[config.mk]
export PLATFORM = sky130hd
export DESIGN_NAME = exec_record_log_validator_core_flat
export DESIGN_NICKNAME = d
export VERILOG_FILES = /design/src/hdl/erlv_pkg.sv /design/src/hdl/erlv_if.sv /design/src/hdl/exec_record_log_validator_core.sv /design/src/hdl/erlv_front.sv /design/src/hdl/erlv_fifo.sv /design/src/hdl/erlv_back.sv /design/src/flat_wrapper.sv
export SDC_FILE = /design/constraint.sdc
export NUM_CORES = 1
export LEC_CHECK = 0
export BUFFER_PORTS_ARGS = -buffer_cell sky130_fd_sc_hd__buf_2
export CAP_MARGIN = 20
export CORE_AREA = 2 2 156 158
export DETAILED_ROUTE_END_ITERATION = 10
export DIE_AREA = 0 0 158 160
export PLACE_DENSITY = 0.79
export SYNTH_ARGS = -nofsm -noshare
export SYNTH_HDL_FRONTEND = slang
export SYNTH_SLANG_ARGS = --single-unit
[constraint.sdc]
create_clock -name clock -period 6.8 [get_ports clock]
set_clock_uncertainty 0.05 [all_clocks]
set_input_delay 0 -clock clock [delete_from_list [all_inputs] [get_ports clock]]
set_output_delay 0 -clock clock [all_outputs]
set_load 0.05 [all_outputs]
[src/hdl/erlv_pkg.sv]
package erlv_pkg;

   typedef enum logic [2:0] {
      V_PENDING = 3'd0,
      V_RECORD  = 3'd1,
      V_REJECT  = 3'd2,
      V_VALID   = 3'd3,
      V_EMPTY   = 3'd4
   } verdict_type;

   typedef enum logic [1:0] {
      GO_ON,
      GO_NEXT,
      GO_BAD,
      GO_LINE
   } step_type;

   localparam logic [3:0] F_STAMP  = 4'd0;
   localparam logic [3:0] F_SEQ    = 4'd1;
   localparam logic [3:0] F_NAME   = 4'd2;
   localparam logic [3:0] F_CLASS  = 4'd3;
   localparam logic [3:0] F_DIGEST = 4'd4;
   localparam logic [3:0] F_CODE   = 4'd5;
   localparam logic [3:0] F_DUR0   = 4'd6;
   localparam logic [3:0] F_DUR1   = 4'd7;
   localparam logic [3:0] F_DUR2   = 4'd8;

   localparam logic [1:0] CSR_NAME_MAX   = 2'd0;
   localparam logic [1:0] CSR_ALGO_MAX   = 2'd1;
   localparam logic [1:0] CSR_DIGEST_MAX = 2'd2;

   localparam logic [5:0] TS_FRACTION = 6'd20;
   localparam logic [5:0] TS_ZONE     = 6'd21;
   localparam logic [5:0] TS_COLON    = 6'd23;
   localparam logic [5:0] TS_TAB      = 6'd26;
   localparam logic [5:0] DIGEST_PART = 6'd63;

   localparam logic [7:0] NUM_DIGITS_MAX  = 8'd21;
   localparam logic [7:0] SEC_DIGITS_MAX  = 8'd10;
   localparam logic [7:0] FRAC_DIGITS_MAX = 8'd9;

   localparam logic [63:0] SEC_MAX   = 64'd2147483647;
   localparam logic [63:0] SEQ_LIMIT = 64'd922337203685477580;

   localparam logic [7:0] TAB_CHAR = 8'h09;
   localparam logic [7:0] NL_CHAR  = 8'h0a;

   localparam int QUEUE_DEPTH = 4;
   localparam int QUEUE_AW    = $clog2(QUEUE_DEPTH);

   typedef struct packed {
      logic [7:0] data_byte;
      logic       stream_end;
      logic       nul;
      logic       digit;
      logic       lower;
      logic       upper;
      logic       graph;
      logic       tab;
      logic       nl;
      logic [3:0] digit_val;
   } item_type;

   function automatic logic [7:0] ts_lo(input logic [4:0] p);
      logic [7:0] r;
      case (p)
         5'd4, 5'd7: r = "-";
         5'd10:      r = "T";
         5'd13, 5'd16: r = ":";
         5'd19:      r = ".";
         5'd0:       r = "2";
         default:    r = "0";
      endcase
      return r;
   endfunction

   function automatic logic [7:0] ts_hi(input logic [4:0] p);
      logic [7:0] r;
      case (p)
         5'd4, 5'd7: r = "-";
         5'd10:      r = "T";
         5'd13, 5'd16: r = ":";
         5'd19:      r = ".";
         5'd0:       r = "5";
         5'd5:       r = "1";
         5'd8:       r = "3";
         5'd11:      r = "2";
         5'd14, 5'd17: r = "5";
         default:    r = "9";
      endcase
      return r;
   endfunction

   // class words: ERR, NOPS, OK, SIG
   function automatic logic [7:0] class_char(input logic [1:0] k, input logic [5:0] p);
      logic [7:0] r;
      r = 8'h00;
      case (k)
         2'd0: r = (p == 6'd1) ? "R" : "R";
         2'd1: r = (p == 6'd1) ? "O" : ((p == 6'd2) ? "P" : "S");
         2'd2: r = "K";
         default: r = (p == 6'd1) ? "I" : "G";
      endcase
      return r;
   endfunction

   function automatic logic [5:0] class_len(input logic [1:0] k);
      logic [5:0] r;
      case (k)
         2'd1:    r = 6'd4;
         2'd2:    r = 6'd2;
         default: r = 6'd3;
      endcase
      return r;
   endfunction

endpackage

[src/hdl/erlv_if.sv]
interface erlv_req_if;
   logic       valid;
   logic       ready;
   logic [7:0] data_byte;
   logic       stream_end;
   modport source (output valid, data_byte, stream_end, input ready);
   modport sink (input valid, data_byte, stream_end, output ready);
endinterface

interface erlv_rsp_if;
   logic       valid;
   logic       ready;
   logic [2:0] verdict;
   logic [3:0] field_number;
   modport source (output valid, verdict, field_number, input ready);
   modport sink (input valid, verdict, field_number, output ready);
endinterface

interface erlv_csr_if;
   logic       valid;
   logic       ready;
   logic [1:0] index;
   logic [7:0] data;
   modport source (output valid, index, data, input ready);
   modport sink (input valid, index, data, output ready);
endinterface

[src/hdl/exec_record_log_validator_core.sv]
// path: a byte passes the queue, then the back end scans it into the result register
// throughput: one byte per cycle from the back end scanner, unless the output stalls
// reset: synchronous, active high; clears scan state, empties the queue and output
// register, and loads the limits with 63, 8 and 128
module exec_record_log_validator_core (
   input  logic       clock,
   input  logic       reset,
   erlv_req_if.sink   req_ch,
   erlv_rsp_if.source rsp_ch,
   erlv_csr_if.sink   csr_ch
);
   import erlv_pkg::*;

   item_type cls_item;   // classified byte from the front end
   item_type head_item;  // oldest queued byte
   logic     q_full;
   logic     q_avail;
   logic     q_pop;

   // front end: classify the byte, transfer it into the queue whenever there is room
   assign req_ch.ready = !q_full;

   // limits are always writable
   assign csr_ch.ready = 1'b1;

   erlv_front u_front (
      .data_byte  (req_ch.data_byte),
      .stream_end (req_ch.stream_end),
      .item       (cls_item)
   );

   // short queue so the front keeps taking bytes while the result side stalls
   erlv_fifo u_fifo (
      .clock     (clock),
      .reset     (reset),
      .push      (req_ch.valid && !q_full),
      .push_item (cls_item),
      .full      (q_full),
      .pop       (q_pop),
      .not_empty (q_avail),
      .head_item (head_item)
   );

   // back end: scanner state machine plus registered result
   erlv_back u_back (
      .clock       (clock),
      .reset       (reset),
      .item_valid  (q_avail),
      .item        (head_item),
      .item_pop    (q_pop),
      .csr_write   (csr_ch.valid),
      .csr_index   (csr_ch.index),
      .csr_data    (csr_ch.data),
      .out_valid   (rsp_ch.valid),
      .out_ready   (rsp_ch.ready),
      .out_verdict (rsp_ch.verdict),
      .out_field   (rsp_ch.field_number)
   );

endmodule

[src/hdl/erlv_front.sv]
module erlv_front (
   input  logic [7:0]       data_byte,
   input  logic             stream_end,
   output erlv_pkg::item_type item
);
   import erlv_pkg::*;

   // character classes used by the scanner
   always_comb begin
      item.data_byte  = data_byte;
      item.stream_end = stream_end;
      item.nul        = (data_byte == 8'h00);
      item.digit      = (data_byte >= "0") && (data_byte <= "9");
      item.lower      = (data_byte >= "a") && (data_byte <= "z");
      item.upper      = (data_byte >= "A") && (data_byte <= "Z");
      item.graph      = (data_byte >= 8'h21) && (data_byte <= 8'h7e);
      item.tab        = (data_byte == TAB_CHAR);
      item.nl         = (data_byte == NL_CHAR);
      item.digit_val  = data_byte[3:0];
   end

endmodule

[src/hdl/erlv_fifo.sv]
module erlv_fifo (
   input  logic              clock,
   input  logic              reset,
   input  logic              push,
   input  erlv_pkg::item_type push_item,
   output logic              full,
   input  logic              pop,
   output logic              not_empty,
   output erlv_pkg::item_type head_item
);
   import erlv_pkg::*;

   item_type                slot_ff [QUEUE_DEPTH];
   logic [QUEUE_AW-1:0]     wr_ff, wr_in, rd_ff, rd_in;
   logic [QUEUE_AW:0]       cnt_ff, cnt_in;

   assign full      = (cnt_ff == (QUEUE_AW+1)'(QUEUE_DEPTH));
   assign not_empty = (cnt_ff != '0);
   assign head_item = slot_ff[rd_ff];

   always_comb begin
      wr_in  = push ? wr_ff + 1'b1 : wr_ff;
      rd_in  = pop ? rd_ff + 1'b1 : rd_ff;
      cnt_in = cnt_ff + (QUEUE_AW+1)'(push) - (QUEUE_AW+1)'(pop);
   end

   always_ff @(posedge clock) begin
      if (reset) begin
         wr_ff  <= '0;
         rd_ff  <= '0;
         cnt_ff <= '0;
      end else begin
         wr_ff  <= wr_in;
         rd_ff  <= rd_in;
         cnt_ff <= cnt_in;
      end
      if (push) begin
         slot_ff[wr_ff] <= push_item;
      end
   end

endmodule

[src/hdl/erlv_back.sv]
module erlv_back (
   input  logic              clock,
   input  logic              reset,
   input  logic              item_valid,
   input  erlv_pkg::item_type item,
   output logic              item_pop,
   input  logic              csr_write,
   input  logic [1:0]        csr_index,
   input  logic [7:0]        csr_data,
   output logic              out_valid,
   input  logic              out_ready,
   output logic [2:0]        out_verdict,
   output logic [3:0]        out_field
);
   import erlv_pkg::*;

   logic [5:0]  name_max_ff;
   logic [3:0]  algo_max_ff;
   logic [7:0]  digest_max_ff;

   logic [3:0]  field_ff, field_in;
   logic [5:0]  pos_ff, pos_in;
   logic [7:0]  run_ff, run_in;
   logic [63:0] num_ff, num_in;
   logic        ovf_ff, ovf_in;
   logic        seen_ff, seen_in;
   logic        rej_ff, rej_in;

   logic        oval_ff, oval_in;
   verdict_type verd_ff, verd_in;
   logic [3:0]  ofld_ff, ofld_in;

   step_type    go;
   logic [7:0]  c;
   logic [63:0] num_x10;
   logic [63:0] dig;
   logic [1:0]  k;

   assign item_pop    = item_valid && (!oval_ff || out_ready);
   assign out_valid   = oval_ff;
   assign out_verdict = verd_ff;
   assign out_field   = ofld_ff;

   always_comb begin
      c        = item.data_byte;
      dig      = {60'd0, item.digit_val};
      num_x10  = (num_ff << 3) + (num_ff << 1) + dig;
      k        = run_ff[1:0];
      go       = GO_ON;
      field_in = field_ff;
      pos_in   = pos_ff;
      run_in   = run_ff;
      num_in   = num_ff;
      ovf_in   = ovf_ff;
      seen_in  = seen_ff;
      rej_in   = rej_ff;
      verd_in  = V_PENDING;
      ofld_in  = field_ff;
      oval_in  = oval_ff && !out_ready;

      if (item.stream_end) begin
         if (!seen_ff) begin
            verd_in = V_EMPTY;
            ofld_in = F_STAMP;
         end else if (rej_ff || field_ff != F_STAMP || pos_ff != '0) begin
            verd_in = V_REJECT;
         end else begin
            verd_in = V_VALID;
            ofld_in = F_STAMP;
         end
         field_in = F_STAMP;
         pos_in   = '0;
         run_in   = '0;
         num_in   = '0;
         ovf_in   = 1'b0;
         seen_in  = 1'b0;
         rej_in   = 1'b0;
      end else if (rej_ff || item.nul) begin
         verd_in = rej_ff ? V_REJECT : V_PENDING;
      end else begin
         seen_in = 1'b1;
         case (field_ff)
            F_STAMP: begin
               if (pos_ff < TS_FRACTION) begin
                  if (c < ts_lo(pos_ff[4:0]) || c > ts_hi(pos_ff[4:0])) go = GO_BAD;
                  else pos_in = pos_ff + 6'd1;
               end else if (pos_ff == TS_FRACTION) begin
                  if (item.digit && run_ff < FRAC_DIGITS_MAX) run_in = run_ff + 8'd1;
                  else if (run_ff == '0) go = GO_BAD;
                  else if (c == "Z") pos_in = TS_TAB;
                  else if (c == "+" || c == "-") pos_in = TS_ZONE;
                  else go = GO_BAD;
               end else if (pos_ff == TS_COLON) begin
                  if (c != ":") go = GO_BAD;
                  else pos_in = pos_ff + 6'd1;
               end else if (pos_ff >= TS_ZONE && pos_ff < TS_TAB) begin
                  if (!item.digit) go = GO_BAD;
                  else pos_in = pos_ff + 6'd1;
               end else if (pos_ff == TS_TAB) begin
                  go = item.tab ? GO_NEXT : GO_BAD;
               end else begin
                  go = GO_BAD;
               end
            end
            F_SEQ, F_CODE: begin
               if (item.digit) begin
                  if (run_ff >= NUM_DIGITS_MAX) begin
                     go = GO_BAD;
                  end else begin
                     run_in = run_ff + 8'd1;
                     if (!ovf_ff) begin
                        // overflow past 2^63-1 when value*10+d would exceed it
                        if (num_ff > SEQ_LIMIT || (num_ff == SEQ_LIMIT && item.digit_val > 4'd7))
                           ovf_in = 1'b1;
                        else
                           num_in = num_x10;
                     end
                  end
               end else if (item.tab) begin
                  go = ovf_ff ? GO_BAD : GO_NEXT;
               end else begin
                  go = GO_BAD;
               end
            end
            F_NAME: begin
               if (pos_ff == '0) begin
                  if (!(item.lower || item.upper)) go = GO_BAD;
                  else pos_in = 6'd1;
               end else if (item.tab) begin
                  go = (pos_ff <= name_max_ff) ? GO_NEXT : GO_BAD;
               end else if ((item.lower || item.upper || item.digit || c == "_")
                            && pos_ff < name_max_ff) begin
                  pos_in = pos_ff + 6'd1;
               end else begin
                  go = GO_BAD;
               end
            end
            F_CLASS: begin
               if (pos_ff == '0) begin
                  pos_in = 6'd1;
                  case (c)
                     "E":     run_in = 8'd0;
                     "N":     run_in = 8'd1;
                     "O":     run_in = 8'd2;
                     "S":     run_in = 8'd3;
                     default: go = GO_BAD;
                  endcase
               end else if (pos_ff < class_len(k)) begin
                  if (class_char(k, pos_ff) != c) go = GO_BAD;
                  else pos_in = pos_ff + 6'd1;
               end else if (pos_ff == class_len(k) && item.tab) begin
                  go = GO_NEXT;
               end else begin
                  go = GO_BAD;
               end
            end
            F_DIGEST: begin
               if (pos_ff == DIGEST_PART) begin
                  if (item.graph && run_ff < digest_max_ff) run_in = run_ff + 8'd1;
                  else go = item.tab ? GO_NEXT : GO_BAD;
               end else if (pos_ff == '0) begin
                  if (!item.lower) go = GO_BAD;
                  else pos_in = 6'd1;
               end else if (c == ":" && pos_ff <= {2'b00, algo_max_ff}) begin
                  pos_in = DIGEST_PART;
               end else if ((item.lower || item.digit) && pos_ff < {2'b00, algo_max_ff}) begin
                  pos_in = pos_ff + 6'd1;
               end else begin
                  go = GO_BAD;
               end
            end
            F_DUR0, F_DUR1, F_DUR2: begin
               if (pos_ff == '0) begin
                  if (item.digit) begin
                     if (run_ff >= SEC_DIGITS_MAX) begin
                        go = GO_BAD;
                     end else begin
                        run_in = run_ff + 8'd1;
                        num_in = num_x10;
                     end
                  end else if (c != "." || num_ff > SEC_MAX) begin
                     go = GO_BAD;
                  end else begin
                     pos_in = 6'd1;
                     run_in = '0;
                  end
               end else if (item.digit && run_ff < FRAC_DIGITS_MAX) begin
                  run_in = run_ff + 8'd1;
               end else if (run_ff == '0) begin
                  go = GO_BAD;
               end else if (field_ff == F_DUR2) begin
                  go = item.nl ? GO_LINE : GO_BAD;
               end else begin
                  go = item.tab ? GO_NEXT : GO_BAD;
               end
            end
            default: go = GO_BAD;
         endcase

         case (go)
            GO_BAD: begin
               rej_in  = 1'b1;
               verd_in = V_REJECT;
               field_in = field_ff;
               pos_in  = pos_ff;
               run_in  = run_ff;
               num_in  = num_ff;
               ovf_in  = ovf_ff;
            end
            GO_NEXT, GO_LINE: begin
               pos_in   = '0;
               run_in   = '0;
               num_in   = '0;
               ovf_in   = 1'b0;
               field_in = (go == GO_LINE) ? F_STAMP : field_ff + 4'd1;
               verd_in  = (go == GO_LINE) ? V_RECORD : V_PENDING;
            end
            default: verd_in = V_PENDING;
         endcase
      end

      if (item_pop) oval_in = 1'b1;
   end

   always_ff @(posedge clock) begin
      if (reset) begin
         name_max_ff   <= 6'd63;
         algo_max_ff   <= 4'd8;
         digest_max_ff <= 8'd128;
         field_ff      <= F_STAMP;
         pos_ff        <= '0;
         run_ff        <= '0;
         num_ff        <= '0;
         ovf_ff        <= 1'b0;
         seen_ff       <= 1'b0;
         rej_ff        <= 1'b0;
         oval_ff       <= 1'b0;
      end else begin
         if (csr_write) begin
            case (csr_index)
               CSR_NAME_MAX:   name_max_ff   <= csr_data[5:0];
               CSR_ALGO_MAX:   algo_max_ff   <= csr_data[3:0];
               CSR_DIGEST_MAX: digest_max_ff <= csr_data;
               default: ;
            endcase
         end
         oval_ff <= oval_in;
         if (item_pop) begin
            field_ff <= field_in;
            pos_ff   <= pos_in;
            run_ff   <= run_in;
            num_ff   <= num_in;
            ovf_ff   <= ovf_in;
            seen_ff  <= seen_in;
            rej_ff   <= rej_in;
         end
      end
      if (item_pop) begin
         verd_ff <= verd_in;
         ofld_ff <= ofld_in;
      end
   end

endmodule

[src/flat_wrapper.sv]
// flat-port wrapper written by rule: the top's interface ports become plain ports
module exec_record_log_validator_core_flat import erlv_pkg::*;
  (clock, reset, req_ch_valid, req_ch_data_byte, req_ch_stream_end, req_ch_ready, rsp_ch_valid, rsp_ch_verdict, rsp_ch_field_number, rsp_ch_ready, csr_ch_valid, csr_ch_index, csr_ch_data, csr_ch_ready);
  erlv_req_if req_ch_i ();
  erlv_rsp_if rsp_ch_i ();
  erlv_csr_if csr_ch_i ();
  input  logic clock;
  input  logic reset;
  input wire logic [$bits(req_ch_i.valid)-1:0] req_ch_valid;
  input wire logic [$bits(req_ch_i.data_byte)-1:0] req_ch_data_byte;
  input wire logic [$bits(req_ch_i.stream_end)-1:0] req_ch_stream_end;
  output wire logic [$bits(req_ch_i.ready)-1:0] req_ch_ready;
  output wire logic [$bits(rsp_ch_i.valid)-1:0] rsp_ch_valid;
  output wire logic [$bits(rsp_ch_i.verdict)-1:0] rsp_ch_verdict;
  output wire logic [$bits(rsp_ch_i.field_number)-1:0] rsp_ch_field_number;
  input wire logic [$bits(rsp_ch_i.ready)-1:0] rsp_ch_ready;
  input wire logic [$bits(csr_ch_i.valid)-1:0] csr_ch_valid;
  input wire logic [$bits(csr_ch_i.index)-1:0] csr_ch_index;
  input wire logic [$bits(csr_ch_i.data)-1:0] csr_ch_data;
  output wire logic [$bits(csr_ch_i.ready)-1:0] csr_ch_ready;
  assign req_ch_i.valid = req_ch_valid;
  assign req_ch_i.data_byte = req_ch_data_byte;
  assign req_ch_i.stream_end = req_ch_stream_end;
  assign req_ch_ready = req_ch_i.ready;
  assign rsp_ch_valid = rsp_ch_i.valid;
  assign rsp_ch_verdict = rsp_ch_i.verdict;
  assign rsp_ch_field_number = rsp_ch_i.field_number;
  assign rsp_ch_i.ready = rsp_ch_ready;
  assign csr_ch_i.valid = csr_ch_valid;
  assign csr_ch_i.index = csr_ch_index;
  assign csr_ch_i.data = csr_ch_data;
  assign csr_ch_ready = csr_ch_i.ready;
  exec_record_log_validator_core u_core (.clock(clock), .reset(reset), .req_ch(req_ch_i), .rsp_ch(rsp_ch_i), .csr_ch(csr_ch_i));
endmodule
==> flow_summary.toml, run 1 <==
[timing]
timing.fmax_mhz = 180
post-route-period-util = 0.817
hold_viol_final = 0
tightest_slew_ns = 0.998
setup_viol = 0
holdWs_ns = 0.0156
slew_headroom = 0.328
post-route-min-period_ns = 5.55
setup_tns_ns = 0
finalMaxSlewViolations = 0
rsz0062_at_grt = "false"

[final_layout]
nets = 1919
fillers = 1955
final_cells = 2049
n_antenna_cell = 0
syn_to_final_growth_pct = 8.57
drive_above_1_share = 0.0684
fin_area_um2 = 15900

[power_and_ir_drop]
p_int_mw = 2.29
cellLeakagePower_nw = 6.90
seq_power_share = 0.350
max-vdd-ir-drop_mv = 0.185
combPwrFrac = 0.358
p_sw_mw = 1.60
power.share.clock = 0.291
power.density_nw_per_um2 = 245
power_mw = 3.90
switching_share = 0.412

[floorplanning]
design.core.area_um2 = 23800
io_pins = 34
die_area_um2 = 25300
die_x_um = 158
die_y_um = 160
num_rows = 57
start_util = 0.615

[worst_hold_path]
min_path_type = "in2reg"
hp-start = "csr_ch_index[1]"

[critical_path]
cp.required_ns = 7.12
worstRegToRegCells = 15
crit_type = "reg2reg"
critPathCapture = "u_core.u_back.num_ff[46]"
reg2reg_slack_ns = 1.25
crit_path_end_kind = "flip-flop"
cp_max_fo = 13
crit_arrival_ns = 5.87
reg2reg_to = "u_core.u_back.num_ff[46]"
worstSetupStartpointType = "flip-flop"

[cts]
cts_made_buffers = 17
cts-root-buf = "clkbuf_16"
cts_max_path_buffers = 2
clock_sinks = 191
post_cts_resized = 0
clk_pin_slew_ns = 0.09
postCtsSetupRepairBufs = 0
clock_latency_ns = 0.46
h-tree-depth = 4
cts_tree = "built"

[grt]
gr-total-overflow = 0
grt_start_max_net_pins = 78
antenna_found_initial = 0
grt_pass1_wl_um = 63400
grt_pass1_vias = 12700
track_usage = 0.310

[synthesis]
ys_warn_count = 0
syn-mean-instance-area_um2 = 8.61
async_flop_share = 0
synth-edff-count = 71
synth-main-ff-cell = "dfxtp_1"
ys_ff_latch = 191
synth_area_um2 = 14700
syn_inst = 1702
yosysUniqueCellTypes = 87
syn_nets = 1909
ys_seq_area_frac = 0.309

[place]
place_area_um2 = 15000
portBuffers = 32
placedCellCount = 1992
hpwl_um = 27200
gp_congestion = 0.974

[route]
drt_iter0_markers = 1210
vias = 13100
post-route-drc-count = 0
viasPerCell = 6.40
wl_per_cell_um = 18.9
drtAntennaViolNets = 0
first_pass_iters = 7
totalWireLength_um = 38800

[status]
status = "finished clean"

[run]
maxCapViolations = 0
## state kept, by name (all words and copies together), names as in the netlist, named ones only
| name | count |
|---|---|
| u_core.u_back.algo_max_ff | 4 |
| u_core.u_back.digest_max_ff | 8 |
| u_core.u_back.field_ff | 4 |
| u_core.u_back.name_max_ff | 6 |
| u_core.u_back.num_ff | 64 |
| u_core.u_back.out_field | 4 |
| u_core.u_back.out_valid | 1 |
| u_core.u_back.out_verdict | 3 |
| u_core.u_back.ovf_ff | 1 |
| u_core.u_back.pos_ff | 6 |
| u_core.u_back.rej_ff | 1 |
| u_core.u_back.run_ff | 8 |
| u_core.u_back.seen_ff | 1 |
| u_core.u_fifo.cnt_ff | 3 |
| u_core.u_fifo.rd_ff | 2 |
| u_core.u_fifo.slot_ff | 64 |
| u_core.u_fifo.wr_ff | 2 |
## cells in the final DEF (no fill, tap or decap), drive strengths merged, types with 6 or more instances in the layout
master / count
nor3b: 11
nor2b: 22
mux2: 6
or4: 10
a31oi: 24
a211oi: 17
nand2b: 15
or3: 11
clkbuf: 17
edfxtp: 71
nand3b: 10
a21o: 50
o21bai: 13
nor2: 108
inv: 85
ha: 180
dfxtp: 120
nand2: 161
nor3: 33
buf: 42
xor2: 22
o211ai: 25
and3: 22
mux4: 16
nand4: 26
nor4: 24
dlygate4sd3: 24
o31ai: 10
a211o: 6
o221ai: 7
and2: 11
o21ai: 81
clkinv: 8
a311oi: 6
a21oi: 172
xnor2: 49
mux2i: 17
nand3: 106
## timing repair
action / CTS / global route
setup endpoints to repair: 0 / 0
hold buffers: 24 / 0
hold endpoints to repair: 89 / 0
## through the flow
step	util	setup WS, ns
floorplan	-	2.18
global placement	0.630	1.45
detailed placement	0.630	1.41
CTS	0.668	1.29
global route	0.668	0.820
finish	0.668	1.25
## synth_stat cells (24+ instances only)
cell | n | area, um^2
nand2_1 | 160 | 601
edfxtp_1 | 71 | 2130
xnor2_1 | 49 | 429
nor2_1 | 106 | 398
ha_1 | 180 | 2250
o211ai_1 | 25 | 188
o21ai_0 | 72 | 360
a31oi_1 | 24 | 150
nand4_1 | 26 | 163
dfxtp_1 | 120 | 2400
a21oi_1 | 172 | 861
a21o_1 | 50 | 375
clkbuf_1 | 57 | 214
inv_1 | 74 | 278
nor3_1 | 33 | 165
nand3_1 | 106 | 531
## power by group through the flow
stage	sequential [mW]	clock (mW)	combinational (mW)
5_1_grt	1.38	1.18	1.51
4_1_cts	1.36	1.14	1.38
2_1_floorplan	1.44	0	0.943
3_3_place_gp	1.38	0	1.33
3_5_place_dp	1.39	0	1.36
6_report	1.36	1.13	1.40
## worst max-delay path, cell delays in order (launching register included)
cell and delay, ns:
dfxtp_1 0.73, mux4_2 0.76, fa_1 0.57, inv_1 0.06
fa_1 0.42, nand2b_1 0.19, a211oi_1 0.37, o21ai_0 0.27
a311oi_1 0.47, nor4b_1 0.13, o41ai_1 0.57, nor2b_1 0.30
a311oi_1 0.14, xnor2_1 0.16, nand3_1 0.09, a21oi_1 0.17
## cells by family after synthesis
logic type,after synthesis,share of synthesized area
XOR/XNOR,71,0.0424
multiplexers,39,0.0411
buffers and inverters,154,0.0412
adder cells (fa/ha/maj),183,0.158
AND/OR/NAND/NOR,598,0.209
other,1,0.000256
AO/OA/AOI/OAI,465,0.199
flip-flops,191,0.309
## layout make-up
| class | instances | area (um^2) | area share |
|---|---|---|---|
| multi-input cells | 1357 | 9530 | 0.599 |
| flip-flops and latches | 191 | 4530 | 0.285 |
| repair buffers | 66 | 478 | 0.0300 |
| clock buffers | 17 | 425 | 0.0267 |
| well taps | 324 | 405 | 0.0255 |
| inverters | 79 | 298 | 0.0187 |
| clock inverters | 15 | 235 | 0.0148 |
## routing by layer
layer  GRT usage  vias to the layer above  wire length, um
met1       0.401                     6199            16700
met5           0                        -                0
met3      0.0407                       90             2130
met2       0.528                      464            18600
met4       0.116                        0             1330
li1            -                     6370                -
## worst min-delay path by stage
stage,end,depth (start not counted)
floorplan,u_core.u_fifo.slot_ff[0][11],0
global placement,u_core.u_fifo.slot_ff[0][11],1
detailed placement,u_core.u_fifo.slot_ff[0][11],1
CTS,u_core.u_back.name_max_ff[1],4
global route,u_core.u_back.name_max_ff[5],4
finish,u_core.u_back.name_max_ff[3],4
(Power assumes the default switching activity.)
==> inputs of run 2 (changes only) <==
==> constraint.sdc (replaced) <==
create_clock -name clock -period 5.32 [get_ports clock]
set_clock_uncertainty 0.05 [all_clocks]
set_input_delay 0 -clock clock [delete_from_list [all_inputs] [get_ports clock]]
set_output_delay 0 -clock clock [all_outputs]
set_load 0.05 [all_outputs]
==> run 2 against run 1 <==
Compared with the run above:
- register-to-register slack got worse by 0.91 ns
- routed wire length increased by 1.1%
- power is 29% higher
- design area increased by 0.79%
- first-iteration DRC count shrank 4.6%
- sequential power is 28% higher
- highest routed layer unchanged
- final cell count is 0.59% higher
- count of clock-buffer cells in the layout stayed put
==> flow_summary.toml, run 2 (synthesized netlist as in run 1, its figures left out) <==
[floorplanning]
io_pins = 34
die_x_um = 158
die_y_um = 160
design.core.area_um2 = 23800
start_util = 0.615
die_area_um2 = 25300
num_rows = 57

[route]
post-route-drc-count = 0
vias = 13200
drtAntennaViolNets = 0
totalWireLength_um = 39200
viasPerCell = 6.40
first_pass_iters = 5
wl_per_cell_um = 19.0
drt_iter0_markers = 1154

[grt]
grt_pass1_vias = 12600
track_usage = 0.314
grt_pass1_wl_um = 63900
antenna_found_initial = 0
gr-total-overflow = 0
grt_start_max_net_pins = 83

[timing]
tightest_slew_ns = 0.990
setup_viol = 0
post-route-period-util = 0.937
rsz0062_at_grt = "false"
post-route-min-period_ns = 4.99
hold_viol_final = 0
setup_tns_ns = 0
finalMaxSlewViolations = 0
timing.fmax_mhz = 201
slew_headroom = 0.323

[critical_path]
cp_max_fo = 10
worstReg2RegStart = "u_core.u_back.pos_ff[0]"
crit_path_end_kind = "flip-flop"
slowest_delay_ns = 0.57
crit_buf_inv = 1
worstRegToRegCells = 18
crit_slowest_cell = "dfxtp_1"
crit_arrival_ns = 5.31
crit_top_cell = "ha_1"
cp.required_ns = 5.64
cpLargestDelayFamily = "simple AND/OR/NAND/NOR gates"
crit_type = "reg2reg"
reg2reg_slack_ns = 0.33
crit_path_cell_trace = "inv_1, ha_1, nor2_1, o21ai_0, a22oi_1, ha_1, o211ai_1, a21oi_1, a21oi_1, nor3_1, nand3_1, a32oi_1, nand2_2, nor2_8, mux2_2, ha_1, mux2_1, a32oi_1"
worstSetupStartpointType = "flip-flop"

[power_and_ir_drop]
p_int_mw = 2.93
power.share.clock = 0.287
seq_power_share = 0.347
combPwrFrac = 0.366
cellLeakagePower_nw = 6.98
power.density_nw_per_um2 = 312
max-vdd-ir-drop_mv = 0.239
power_mw = 5.01
p_sw_mw = 2.08
switching_share = 0.414

[final_layout]
fillers = 1968
syn_to_final_growth_pct = 9.43
n_antenna_cell = 0
layout_commonest_cell = "ha_1"
drive_above_1_share = 0.0777
ff_latch_area_um2 = 4530
final_cell_mix = "180 x ha_1, 172 x a21oi_1, 160 x nand2_1, 120 x dfxtp_1"
multiInputGateArea_um2 = 9560
reg_top3 = "u_core.u_back.num_ff x64, u_core.u_fifo.slot_ff x64"
nets = 1931

[cts]
clock_latency_ns = 0.46
cts_max_path_buffers = 2
postCtsSetupRepairBufs = 0
clock_sinks = 191
cts_tree = "built"
cts_made_buffers = 17
cts-root-buf = "clkbuf_16"
clk_pin_slew_ns = 0.10
h-tree-depth = 4

[worst_hold_path]
min_path_cells = 4
min_path_type = "in2reg"
holdPathEnd = "u_core.u_fifo.wr_ff[0]"
hp-start = "req_ch_valid"

[place]
portBuffers = 32
hpwl_um = 28300
gp_congestion = 1.03

[status]
status = "finished clean"

[run]
maxCapViolations = 0
==> run 2: cell count changes in the layout (fill, tap and decap cells not counted), moves of 2 or more <==
cell / change
inv_6: +2
buf_4: +10
inv_12: +2
inv_8: -2
inv_16: +2
clkinv_8: -2
==> run 2: layout make-up <==
cell class | count | area share
well taps | 324 | 0.0253
inverters | 79 | 0.0186
repair buffers | 78 | 0.0360
flip-flops and latches | 191 | 0.283
multi-input cells | 1357 | 0.596
clock buffers | 17 | 0.0265
clock inverters | 15 | 0.0144
==> run 2: worst max path at each step <==
stage	startpoint	to	slack, ns	cells after the start
4_1_cts	flip-flop	flip-flop	0.09	14
6_report	u_core.u_back.pos_ff[0]	flip-flop	0.33	18
3_5_place_dp	flip-flop	flip-flop	0.15	14
3_3_place_gp	flip-flop	flip-flop	0.26	14
5_1_grt	flip-flop	u_core.u_back.num_ff[62]	0.003	17
2_1_floorplan	flip-flop	u_core.u_back.num_ff[48]	0.70	18
==> run 2: power groups by stage <==
stage	Sequential (mW)	Clock [mW]	Combinational, mW
detailed placement	1.77	0	1.79
CTS	1.74	1.45	1.81
global route	1.75	1.50	1.99
finish	1.74	1.44	1.83
global placement	1.76	0	1.74
floorplan	1.84	0	1.21
==> run 2: per-layer routing <==
layer,track usage,wire length (um),vias to the layer above
li1,-,-,6387
met1,0.423,17000,6253
met2,0.514,18400,444
met3,0.0445,2310,101
met4,0.119,1470,0
met5,0,0,-
==> run 2: metrics by stage <==
stage               std cells  area (um^2)  setup slack (ns)  hold WS, ns   util
floorplan                1702        14700             0.699       0.0489      -
global placement         2003        15100             0.259        0.174  0.634
detailed placement       2004        15100             0.154        0.176  0.634
CTS                      2060        16000            0.0946       0.0228  0.672
global route             2061        16000           0.00345       0.0957  0.673
finish                   2061        16000             0.333       0.0454  0.673
==> run 2: repair_timing <==
item                                    4_1_cts  5_1_grt
hold endpoints to repair                     88        0
endpoints found under the setup margin        0       11
hold buffers                                 24        0
resized for setup                             0        5
==> run 2: worst reg2reg max path, stage by stage (launching register included) <==
cell      delay [ns]
dfxtp_1         0.57
inv_1           0.29
ha_1            0.38
nor2_1          0.21
o21ai_0         0.10
a22oi_1         0.25
ha_1            0.23
o211ai_1        0.09
a21oi_1         0.12
a21oi_1         0.08
nor3_1          0.32
nand3_1         0.14
a32oi_1         0.36
nand2_2         0.28
nor2_8          0.25
mux2_2          0.44
ha_1            0.27
mux2_1          0.31
a32oi_1         0.18
